$ cat src/rtl/core/max_heap_builder_assert.svh
// Assertion macros shared by the max-heap builder modules.
`ifndef MAX_HEAP_BUILDER_ASSERT_SVH
`define MAX_HEAP_BUILDER_ASSERT_SVH

// The consequent must hold in the same cycle as the antecedent.
`define MHB_ASSERT_NOW(label, ante, cons, msg) \
    label: assert property (@(posedge clk) disable iff (!rst_n) (ante) |-> (cons)) \
        else $error(msg);

// The consequent must hold in the cycle after the antecedent.
`define MHB_ASSERT_NEXT(label, ante, cons, msg) \
    label: assert property (@(posedge clk) disable iff (!rst_n) (ante) |=> (cons)) \
        else $error(msg);

`endif

$ cat src/rtl/core/mhb_pkg.sv
// Package with the shared constants and controller-datapath interface types.
`default_nettype none

package mhb_pkg;

    localparam int DEF_STORE_DEPTH = 32;
    localparam int DEF_VALUE_BITS  = 32;
    localparam int OUT_VALUE_BITS  = 32;
    localparam int POS_BITS        = 5;

    typedef struct packed {
        logic accept;
        logic init_k;
        logic start_node;
        logic latch_held;
        logic read_kids;
        logic sift_step;
        logic emit_first;
        logic emit_load;
        logic emit_next;
        logic clear_run;
    } mhb_cmd_t;

    typedef struct packed {
        logic count_ge2;
        logic count_zero;
        logic k_zero;
        logic sift_move;
        logic last_pos;
        logic out_valid;
        logic out_taken;
    } mhb_status_t;

endpackage

`default_nettype wire

$ cat src/rtl/core/mhb_ram.sv
// Generic single-write, dual-read RAM with registered read data.
`default_nettype none

module mhb_ram #(
    parameter int WIDTH = 32,
    parameter int DEPTH = 32,
    localparam int AW = (DEPTH > 1) ? $clog2(DEPTH) : 1
) (
    input  wire logic             clk,
    input  wire logic             we,
    input  wire logic [AW-1:0]    waddr,
    input  wire logic [WIDTH-1:0] wdata,
    input  wire logic [AW-1:0]    raddr_a,
    input  wire logic [AW-1:0]    raddr_b,
    output logic      [WIDTH-1:0] rdata_a,
    output logic      [WIDTH-1:0] rdata_b
);

    logic [WIDTH-1:0] mem [DEPTH];

    always_ff @(posedge clk)
    begin
        if (we)
        begin
            mem[waddr] <= wdata;
        end
        rdata_a <= mem[raddr_a];
        rdata_b <= mem[raddr_b];
    end

endmodule

`default_nettype wire

$ cat src/rtl/core/mhb_datapath.sv
// Datapath: element store, fill count, sift-down compare unit and output register.
`default_nettype none
`include "max_heap_builder_assert.svh"

module mhb_datapath
    import mhb_pkg::*;
#(
    parameter int STORE_DEPTH = DEF_STORE_DEPTH,
    parameter int VALUE_BITS  = DEF_VALUE_BITS
) (
    input  wire logic                        clk,
    input  wire logic                        rst_n,
    input  wire mhb_cmd_t                    cmd,
    output mhb_status_t                      status,
    input  wire logic signed [31:0]          sample_value,
    input  wire logic                        heap_stall,
    output logic                             heap_valid,
    output logic signed [OUT_VALUE_BITS-1:0] heap_value,
    output logic [POS_BITS-1:0]              heap_position,
    output logic                             run_end,
    output logic                             dropped_any
);

    localparam int ADDR_W = $clog2(STORE_DEPTH);
    localparam int CNT_W  = $clog2(STORE_DEPTH + 1);
    localparam int IDX_W  = ADDR_W + 2;

    logic [CNT_W-1:0]  fill_reg, fill_next;
    logic              ovf_reg, ovf_next;
    logic [ADDR_W-1:0] k_reg, k_next;
    logic [ADDR_W-1:0] node_reg, node_next;
    logic [ADDR_W-1:0] pos_reg, pos_next;
    logic              out_valid_reg, out_valid_next;

    logic signed [VALUE_BITS-1:0]     held_reg;
    logic signed [OUT_VALUE_BITS-1:0] value_reg;
    logic [POS_BITS-1:0]              position_reg;
    logic                             run_end_reg;
    logic                             dropped_reg;

    logic                         we;
    logic [ADDR_W-1:0]            waddr;
    logic [VALUE_BITS-1:0]        wdata;
    logic [ADDR_W-1:0]            raddr_a, raddr_b;
    logic [VALUE_BITS-1:0]        rdata_a, rdata_b;
    logic signed [VALUE_BITS-1:0] left_val, right_val, best_val;

    logic              full;
    logic [IDX_W-1:0]  left_idx, right_idx;
    logic              left_ok, right_ok;
    logic              take_left, take_right, move;
    logic [ADDR_W-1:0] k_dec;
    logic              last_pos;

    mhb_ram #(
        .WIDTH (VALUE_BITS),
        .DEPTH (STORE_DEPTH)
    ) u_store (
        .clk     (clk),
        .we      (we),
        .waddr   (waddr),
        .wdata   (wdata),
        .raddr_a (raddr_a),
        .raddr_b (raddr_b),
        .rdata_a (rdata_a),
        .rdata_b (rdata_b)
    );

    always_comb
    begin
        full       = (fill_reg == CNT_W'(STORE_DEPTH));
        left_idx   = IDX_W'({node_reg, 1'b1});
        right_idx  = left_idx + IDX_W'(1);
        left_ok    = left_idx < IDX_W'(fill_reg);
        right_ok   = right_idx < IDX_W'(fill_reg);
        left_val   = $signed(rdata_a);
        right_val  = $signed(rdata_b);
        take_left  = left_ok && (left_val > held_reg);
        best_val   = take_left ? left_val : held_reg;
        take_right = right_ok && (right_val > best_val);
        move       = take_left || take_right;
        k_dec      = k_reg - ADDR_W'(1);
        last_pos   = (CNT_W'(pos_reg) + CNT_W'(1)) == fill_reg;
    end

    always_comb
    begin
        we    = 1'b0;
        waddr = node_reg;
        wdata = held_reg;
        if (cmd.accept && !full)
        begin
            we    = 1'b1;
            waddr = fill_reg[ADDR_W-1:0];
            wdata = VALUE_BITS'(sample_value);
        end
        else if (cmd.sift_step)
        begin
            we    = 1'b1;
            waddr = node_reg;
            if (take_right)
            begin
                wdata = right_val;
            end
            else if (take_left)
            begin
                wdata = left_val;
            end
            else
            begin
                wdata = held_reg;
            end
        end
    end

    always_comb
    begin
        raddr_b = right_idx[ADDR_W-1:0];
        if (cmd.start_node)
        begin
            raddr_a = k_dec;
        end
        else if (cmd.read_kids)
        begin
            raddr_a = left_idx[ADDR_W-1:0];
        end
        else if (cmd.emit_first)
        begin
            raddr_a = '0;
        end
        else if (cmd.emit_next)
        begin
            raddr_a = pos_reg + ADDR_W'(1);
        end
        else
        begin
            raddr_a = pos_reg;
        end
    end

    always_comb
    begin
        fill_next      = fill_reg;
        ovf_next       = ovf_reg;
        k_next         = k_reg;
        node_next      = node_reg;
        pos_next       = pos_reg;
        out_valid_next = out_valid_reg;
        if (cmd.accept)
        begin
            if (full)
            begin
                ovf_next = 1'b1;
            end
            else
            begin
                fill_next = fill_reg + CNT_W'(1);
            end
        end
        if (cmd.init_k)
        begin
            k_next = ADDR_W'(fill_reg >> 1);
        end
        if (cmd.start_node)
        begin
            k_next    = k_dec;
            node_next = k_dec;
        end
        if (cmd.sift_step && move)
        begin
            node_next = take_right ? right_idx[ADDR_W-1:0] : left_idx[ADDR_W-1:0];
        end
        if (cmd.emit_first)
        begin
            pos_next = '0;
        end
        if (cmd.emit_load)
        begin
            out_valid_next = 1'b1;
        end
        if (cmd.emit_next)
        begin
            pos_next       = pos_reg + ADDR_W'(1);
            out_valid_next = 1'b0;
        end
        if (cmd.clear_run)
        begin
            fill_next      = '0;
            ovf_next       = 1'b0;
            out_valid_next = 1'b0;
        end
    end

    always_ff @(posedge clk or negedge rst_n)
    begin
        if (!rst_n)
        begin
            fill_reg      <= '0;
            ovf_reg       <= 1'b0;
            k_reg         <= '0;
            node_reg      <= '0;
            pos_reg       <= '0;
            out_valid_reg <= 1'b0;
        end
        else
        begin
            fill_reg      <= fill_next;
            ovf_reg       <= ovf_next;
            k_reg         <= k_next;
            node_reg      <= node_next;
            pos_reg       <= pos_next;
            out_valid_reg <= out_valid_next;
        end
    end

    always_ff @(posedge clk)
    begin
        if (cmd.latch_held)
        begin
            held_reg <= $signed(rdata_a);
        end
        if (cmd.emit_load)
        begin
            value_reg    <= OUT_VALUE_BITS'($signed(rdata_a));
            position_reg <= POS_BITS'(pos_reg);
            run_end_reg  <= last_pos;
            dropped_reg  <= ovf_reg;
        end
    end

    always_comb
    begin
        status.count_ge2  = fill_reg >= CNT_W'(2);
        status.count_zero = (fill_reg == '0);
        status.k_zero     = (k_reg == '0);
        status.sift_move  = move;
        status.last_pos   = last_pos;
        status.out_valid  = out_valid_reg;
        status.out_taken  = out_valid_reg && !heap_stall;
    end

    assign heap_valid    = out_valid_reg;
    assign heap_value    = value_reg;
    assign heap_position = position_reg;
    assign run_end       = run_end_reg;
    assign dropped_any   = dropped_reg;

    `MHB_ASSERT_NOW(a_fill_in_range, 1'b1, fill_reg <= CNT_W'(STORE_DEPTH),
        "Fill count exceeds the store depth.")
    `MHB_ASSERT_NOW(a_emit_in_range, out_valid_reg, CNT_W'(pos_reg) < fill_reg,
        "Emitted position lies beyond the stored elements.")
    `MHB_ASSERT_NOW(a_sift_in_range, cmd.sift_step, CNT_W'(node_reg) < fill_reg,
        "Sift-down writes beyond the stored elements.")

endmodule

`default_nettype wire

$ cat src/rtl/core/mhb_ctrl.sv
// Controller state machine sequencing load, heap build and emission.
`default_nettype none
`include "max_heap_builder_assert.svh"

module mhb_ctrl
    import mhb_pkg::*;
(
    input  wire logic        clk,
    input  wire logic        rst_n,
    input  wire logic        sample_valid,
    input  wire logic        final_item,
    output logic             sample_stall,
    output mhb_cmd_t         cmd,
    input  wire mhb_status_t status
);

    localparam logic [2:0] S_LOAD      = 3'd0;
    localparam logic [2:0] S_CLOSE     = 3'd1;
    localparam logic [2:0] S_NEXT_K    = 3'd2;
    localparam logic [2:0] S_RD_NODE   = 3'd3;
    localparam logic [2:0] S_RD_KIDS   = 3'd4;
    localparam logic [2:0] S_SIFT      = 3'd5;
    localparam logic [2:0] S_EMIT_LOAD = 3'd6;
    localparam logic [2:0] S_EMIT_WAIT = 3'd7;

    logic [2:0] state_reg, state_next;
    logic       accept;

    assign sample_stall = (state_reg != S_LOAD);
    assign accept       = sample_valid && !sample_stall;

    always_comb
    begin
        cmd        = '0;
        state_next = state_reg;
        case (state_reg)
            S_LOAD:
            begin
                if (accept)
                begin
                    cmd.accept = 1'b1;
                    if (final_item)
                    begin
                        state_next = S_CLOSE;
                    end
                end
            end
            S_CLOSE:
            begin
                if (status.count_ge2)
                begin
                    cmd.init_k = 1'b1;
                    state_next = S_NEXT_K;
                end
                else if (status.count_zero)
                begin
                    cmd.clear_run = 1'b1;
                    state_next    = S_LOAD;
                end
                else
                begin
                    cmd.emit_first = 1'b1;
                    state_next     = S_EMIT_LOAD;
                end
            end
            S_NEXT_K:
            begin
                if (status.k_zero)
                begin
                    cmd.emit_first = 1'b1;
                    state_next     = S_EMIT_LOAD;
                end
                else
                begin
                    cmd.start_node = 1'b1;
                    state_next     = S_RD_NODE;
                end
            end
            S_RD_NODE:
            begin
                cmd.latch_held = 1'b1;
                cmd.read_kids  = 1'b1;
                state_next     = S_SIFT;
            end
            S_RD_KIDS:
            begin
                cmd.read_kids = 1'b1;
                state_next    = S_SIFT;
            end
            S_SIFT:
            begin
                cmd.sift_step = 1'b1;
                state_next    = status.sift_move ? S_RD_KIDS : S_NEXT_K;
            end
            S_EMIT_LOAD:
            begin
                cmd.emit_load = 1'b1;
                state_next    = S_EMIT_WAIT;
            end
            S_EMIT_WAIT:
            begin
                if (status.out_taken)
                begin
                    if (status.last_pos)
                    begin
                        cmd.clear_run = 1'b1;
                        state_next    = S_LOAD;
                    end
                    else
                    begin
                        cmd.emit_next = 1'b1;
                        state_next    = S_EMIT_LOAD;
                    end
                end
            end
            default:
            begin
                state_next = S_LOAD;
            end
        endcase
    end

    always_ff @(posedge clk or negedge rst_n)
    begin
        if (!rst_n)
        begin
            state_reg <= S_LOAD;
        end
        else
        begin
            state_reg <= state_next;
        end
    end

    `MHB_ASSERT_NEXT(a_final_closes, accept && final_item, state_reg == S_CLOSE,
        "A final request did not close the run.")
    `MHB_ASSERT_NOW(a_wait_has_result, state_reg == S_EMIT_WAIT, status.out_valid,
        "Waiting for the output side without a result held.")
    `MHB_ASSERT_NOW(a_single_action, 1'b1,
        $onehot0({cmd.accept, cmd.init_k, cmd.start_node, cmd.sift_step,
                  cmd.emit_first, cmd.emit_load, cmd.emit_next}),
        "More than one datapath action issued in a cycle.")

endmodule

`default_nettype wire

$ cat src/rtl/core/max_heap_builder.sv
// Top level of the max-heap builder: controller and datapath.
//
//   Channel   Valid          Stall          Payload
//   input     sample_valid   sample_stall   sample_value, final_item
//   output    heap_valid     heap_stall     heap_value, heap_position, run_end, dropped_any
//
// Loading takes one request per cycle; the final request closes the run.
// The build runs S_NEXT_K, S_RD_NODE and S_SIFT per parent node and S_RD_KIDS and S_SIFT
// per level moved down, set by the registered store reads. Results go out one at a time.
// Reset clears the fill count, overflow flag and control; store contents stay undefined.
// Input is stalled from the final request until the last result is taken; a stalled
// result holds in the output register.
`default_nettype none

module max_heap_builder
    import mhb_pkg::*;
#(
    parameter int STORE_DEPTH = DEF_STORE_DEPTH,
    parameter int VALUE_BITS  = DEF_VALUE_BITS
) (
    input  wire logic                        clk,
    input  wire logic                        rst_n,
    input  wire logic                        sample_valid,
    output logic                             sample_stall,
    input  wire logic signed [31:0]          sample_value,
    input  wire logic                        final_item,
    output logic                             heap_valid,
    input  wire logic                        heap_stall,
    output logic signed [OUT_VALUE_BITS-1:0] heap_value,
    output logic [POS_BITS-1:0]              heap_position,
    output logic                             run_end,
    output logic                             dropped_any
);

    mhb_cmd_t    cmd;
    mhb_status_t status;

    mhb_ctrl u_ctrl (
        .clk          (clk),
        .rst_n        (rst_n),
        .sample_valid (sample_valid),
        .final_item   (final_item),
        .sample_stall (sample_stall),
        .cmd          (cmd),
        .status       (status)
    );

    mhb_datapath #(
        .STORE_DEPTH (STORE_DEPTH),
        .VALUE_BITS  (VALUE_BITS)
    ) u_datapath (
        .clk           (clk),
        .rst_n         (rst_n),
        .cmd           (cmd),
        .status        (status),
        .sample_value  (sample_value),
        .heap_stall    (heap_stall),
        .heap_valid    (heap_valid),
        .heap_value    (heap_value),
        .heap_position (heap_position),
        .run_end       (run_end),
        .dropped_any   (dropped_any)
    );

endmodule

`default_nettype wire
$ cat config.mk
export PLATFORM = sky130hd
export DESIGN_NAME = max_heap_builder
export DESIGN_NICKNAME = d
export VERILOG_FILES = /design/src/rtl/core/mhb_pkg.sv /design/src/rtl/core/mhb_ram.sv /design/src/rtl/core/mhb_datapath.sv /design/src/rtl/core/mhb_ctrl.sv /design/src/rtl/core/max_heap_builder.sv
export VERILOG_INCLUDE_DIRS = /design/src /design/src/rtl/core
export SDC_FILE = /design/constraint.sdc
export NUM_CORES = 2
export LEC_CHECK = 0
export BUFFER_PORTS_ARGS = -buffer_cell sky130_fd_sc_hd__buf_4
export CORE_ASPECT_RATIO = 0.7
export CORE_MARGIN = 4
export CORE_UTILIZATION = 55
export CTS_BUF_LIST = sky130_fd_sc_hd__clkbuf_4
export CTS_CLUSTER_SIZE = 10
export DETAILED_ROUTE_END_ITERATION = 10
export GPL_TIMING_DRIVEN = 0
export PLACE_DENSITY = 0.76
export SLEW_MARGIN = 25
export SYNTH_ARGS = -nofsm -noshare
export SYNTH_HDL_FRONTEND = slang
export SYNTH_HIERARCHICAL = 1
export SYNTH_SLANG_ARGS = --single-unit
$ cat constraint.sdc
create_clock -name clk -period 6.6 [get_ports clk]
set_input_delay 0.33 -clock clk [delete_from_list [all_inputs] [get_ports clk]]
set_output_delay 0.33 -clock clk [all_outputs]
set_load 0.03 [all_outputs]
==> impl_metrics.yaml <==
clock_network:
  cts-htree-levels: 5
  clk-insertion-delay-late_ps: 1210
  numCtsBuffers: 294
  clock_sink_count: 1185
  clk_pin_slew_worst_paths_ps: 70
  tritoncts: "done"
  clock-root-buffer: "sky130_fd_sc_hd__clkbuf_4"
  clockBufferDepth: 4
floorplan:
  core_region_area_um2: 103000
  floorplan.die.width_um: 393
  number_of_rows_created_at_floorplan: 98
  num_io_pins: 78
  chipHeight_um: 277
  dieArea_um2: 109000
  initial_utilization_pct: 55.6
critical_path:
  crit_path_cells: "inv_1 > ha_1 > nand4_1 > nor2_2 > a221o_1 > o31a_1 > or4_4 > o221a_4 > buf_12 > buf_12 > mux2i_4 > ha_4 > nand4_1 > buf_4 > nor4_4 > nand3_2 > o31ai_4 > a21oi_1 > and4_4 > buf_6 > a221oi_2 > o21ai_4 > buf_16"
  crit_path_end_kind: "flip-flop"
  crit_path_top_delay_cell: "sky130_fd_sc_hd__or4_4"
  critical_path_class: "flip-flop to flip-flop"
  worstSetupStartpointType: "flip-flop"
  cp_bufs_invs: 6
  max_stage_delay_ps: 540
  critPathMaxFanout: 28
  worst_ep_required_time_ps: 7460
  top_cell_family_by_delay_on_the_critical_path: "compound AO/OA/AOI/OAI gates"
  cp.arrival_ps: 7640
sta:
  final.min_clock_period_ps: 6790
  final.setup.worst_slack_ps: -185
  report.final.setup_viol: 882
  finalHoldViolations: 0
  timing.slew.headroom_pct: 18.9
  clock.fmax_ghz: 0.147
  worstMarginPinSlew_ps: 1220
  final-max-slew-violation-count: 0
  post-route-period-util_pct: 103
  grt_setup_unrepaired: "true"
  fin_worst_skew_ps: 126
  setup-tns-final_ps: -60480
place:
  finalWeightedCongestion: 0.975
  dpl-instance-area_um2: 61400
  place_hpwl_um: 135000
  io_buffers: 77
final_layout:
  most-common-layout-cells: "sky130_fd_sc_hd__edfxtp_1 (1095), sky130_fd_sc_hd__mux2i_1 (1044), sky130_fd_sc_hd__clkbuf_4 (417)"
  fin_util_pct: 64.8
  largest_register_ff_count: 1024
  final_layout_size_suffix_gt1_share_pct: 19.6
  num-nets-final: 4790
  layout_commonest_cell: "sky130_fd_sc_hd__edfxtp_1"
  syn2layout_area_growth_pct: 16.6
  fin_area_um2: 66400
  registers.top_by_ff_count: "u_datapath/u_store/mem"
synth:
  synthesis.area_um2: 57000
  synthesis.area_per_instance_um2: 13.8
  synth_warnings: 6
  syn-instance-count: 4143
run:
  cap_violations: 0
global_routing:
  pin_count_of_the_biggest_net_entering_global_routing: 33
  grt_pass1_vias: 40486
  grt_overflow_total: 0
  grt_first_pass_wirelength_um: 270000
  global_route.usage.total_pct: 34.2
  antenna_violations_before_repair: 5
hold_path:
  hold_class: "input pin to flip-flop"
drt:
  detail_route.first_pass.iterations: 9
  detail_route.wl_per_cell_um: 31.2
  detailroute.via_count: 42550
  remaining_drc_errors: 2
  route.detailed.vias_per_inst: 6.87
  ant_nets: 0
  totalWireLength_um: 193000
  drt_iter0_markers: 6725
power:
  cellPowerDensity_nw_per_um2: 337
  p_leak_nw: 26.8
  vdd.ir_drop.worst_mv: 0.353
outcome:
  violations: "DRC, setup timing"
  run_status: "finished, violations left"
-- worst min-delay path, delay by kind of cell --
kind                   cells  cell delay [ps]
AO/OA/AOI/OAI              2              190
buffers and inverters      2              690
-- worst paths after layout --
check	start	end	slack (ps)	cells after the start
max reg2reg	u_datapath/held_reg[13]$_DFFE_PP_	u_datapath/u_store/mem[24][8]$_DFFE_PP_	-190	23
min in group asynchronous	rst_n	u_datapath/node_reg[3]$_DFFE_PN0P_	210	4
max in group asynchronous	rst_n	u_datapath/k_reg[4]$_DFFE_PN0P_	6210	4
max	u_datapath/held_reg[13]$_DFFE_PP_	u_datapath/u_store/mem[24][8]$_DFFE_PP_	-190	23
min reg2reg	u_datapath/ovf_reg$_DFFE_PN0P_	u_datapath/dropped_any$_DFFE_PP_	480	0
min	sample_value[29]	u_datapath/u_store/mem[9][29]$_DFFE_PP_	200	4
-- area by class of cell --
cell class,count,area [um2]
antenna,6,15.0
buffer,293,1840
clock buffer,413,3100
clock inverter,49,211
fill,7363,36100
inverter,45,169
multi-input combinational,2629,21500
sequential,1185,34800
tap,1350,1690
timing repair buffer,224,3070
-- metrics by stage --
| step | hold slack, ps | cells | total power [mW] | setup slack [ps] |
|---|---|---|---|---|
| 5_1_grt | 130 | 6190 | 23.1 | -174 |
| 2_1_floorplan | 34.4 | 4146 | 13.3 | 349 |
| 3_5_place_dp | 271 | 5636 | 16.1 | -1210 |
| 6_report | 200 | 6194 | 22.4 | -185 |
| 3_3_place_gp | 266 | 5573 | 15.9 | -3680 |
| 4_1_cts | 37.6 | 6161 | 21.9 | -11.4 |
-- repair_timing --
action / in CTS / in global routing
endpoints found under the setup margin: 1028 / 1039
cloned: 5 / 4
buffers inserted: 20 / 24
hold endpoints to repair: 1032 / 0
pin swaps: 18 / 19
hold buffers: 38 / 0
gates resized for setup: 65 / 54
-- routing by layer --
layer  vias to the layer above  track usage [%]  share of wire (%)
met4                         2             15.8                4.8
met1                     20958             50.4                 40
li1                      17469                -                  -
met5                         -                0              0.059
met3                       544             11.5                 15
met2                      3577             45.5                 40
-- where the power goes --
part	switching (mW)	total, mW	internal, mW
clock	2.92	5.81	2.89
combinational	5.20	7.98	2.78
sequential	0.269	8.62	8.35
No activity file was read; power rests on OpenSTA's default activity.
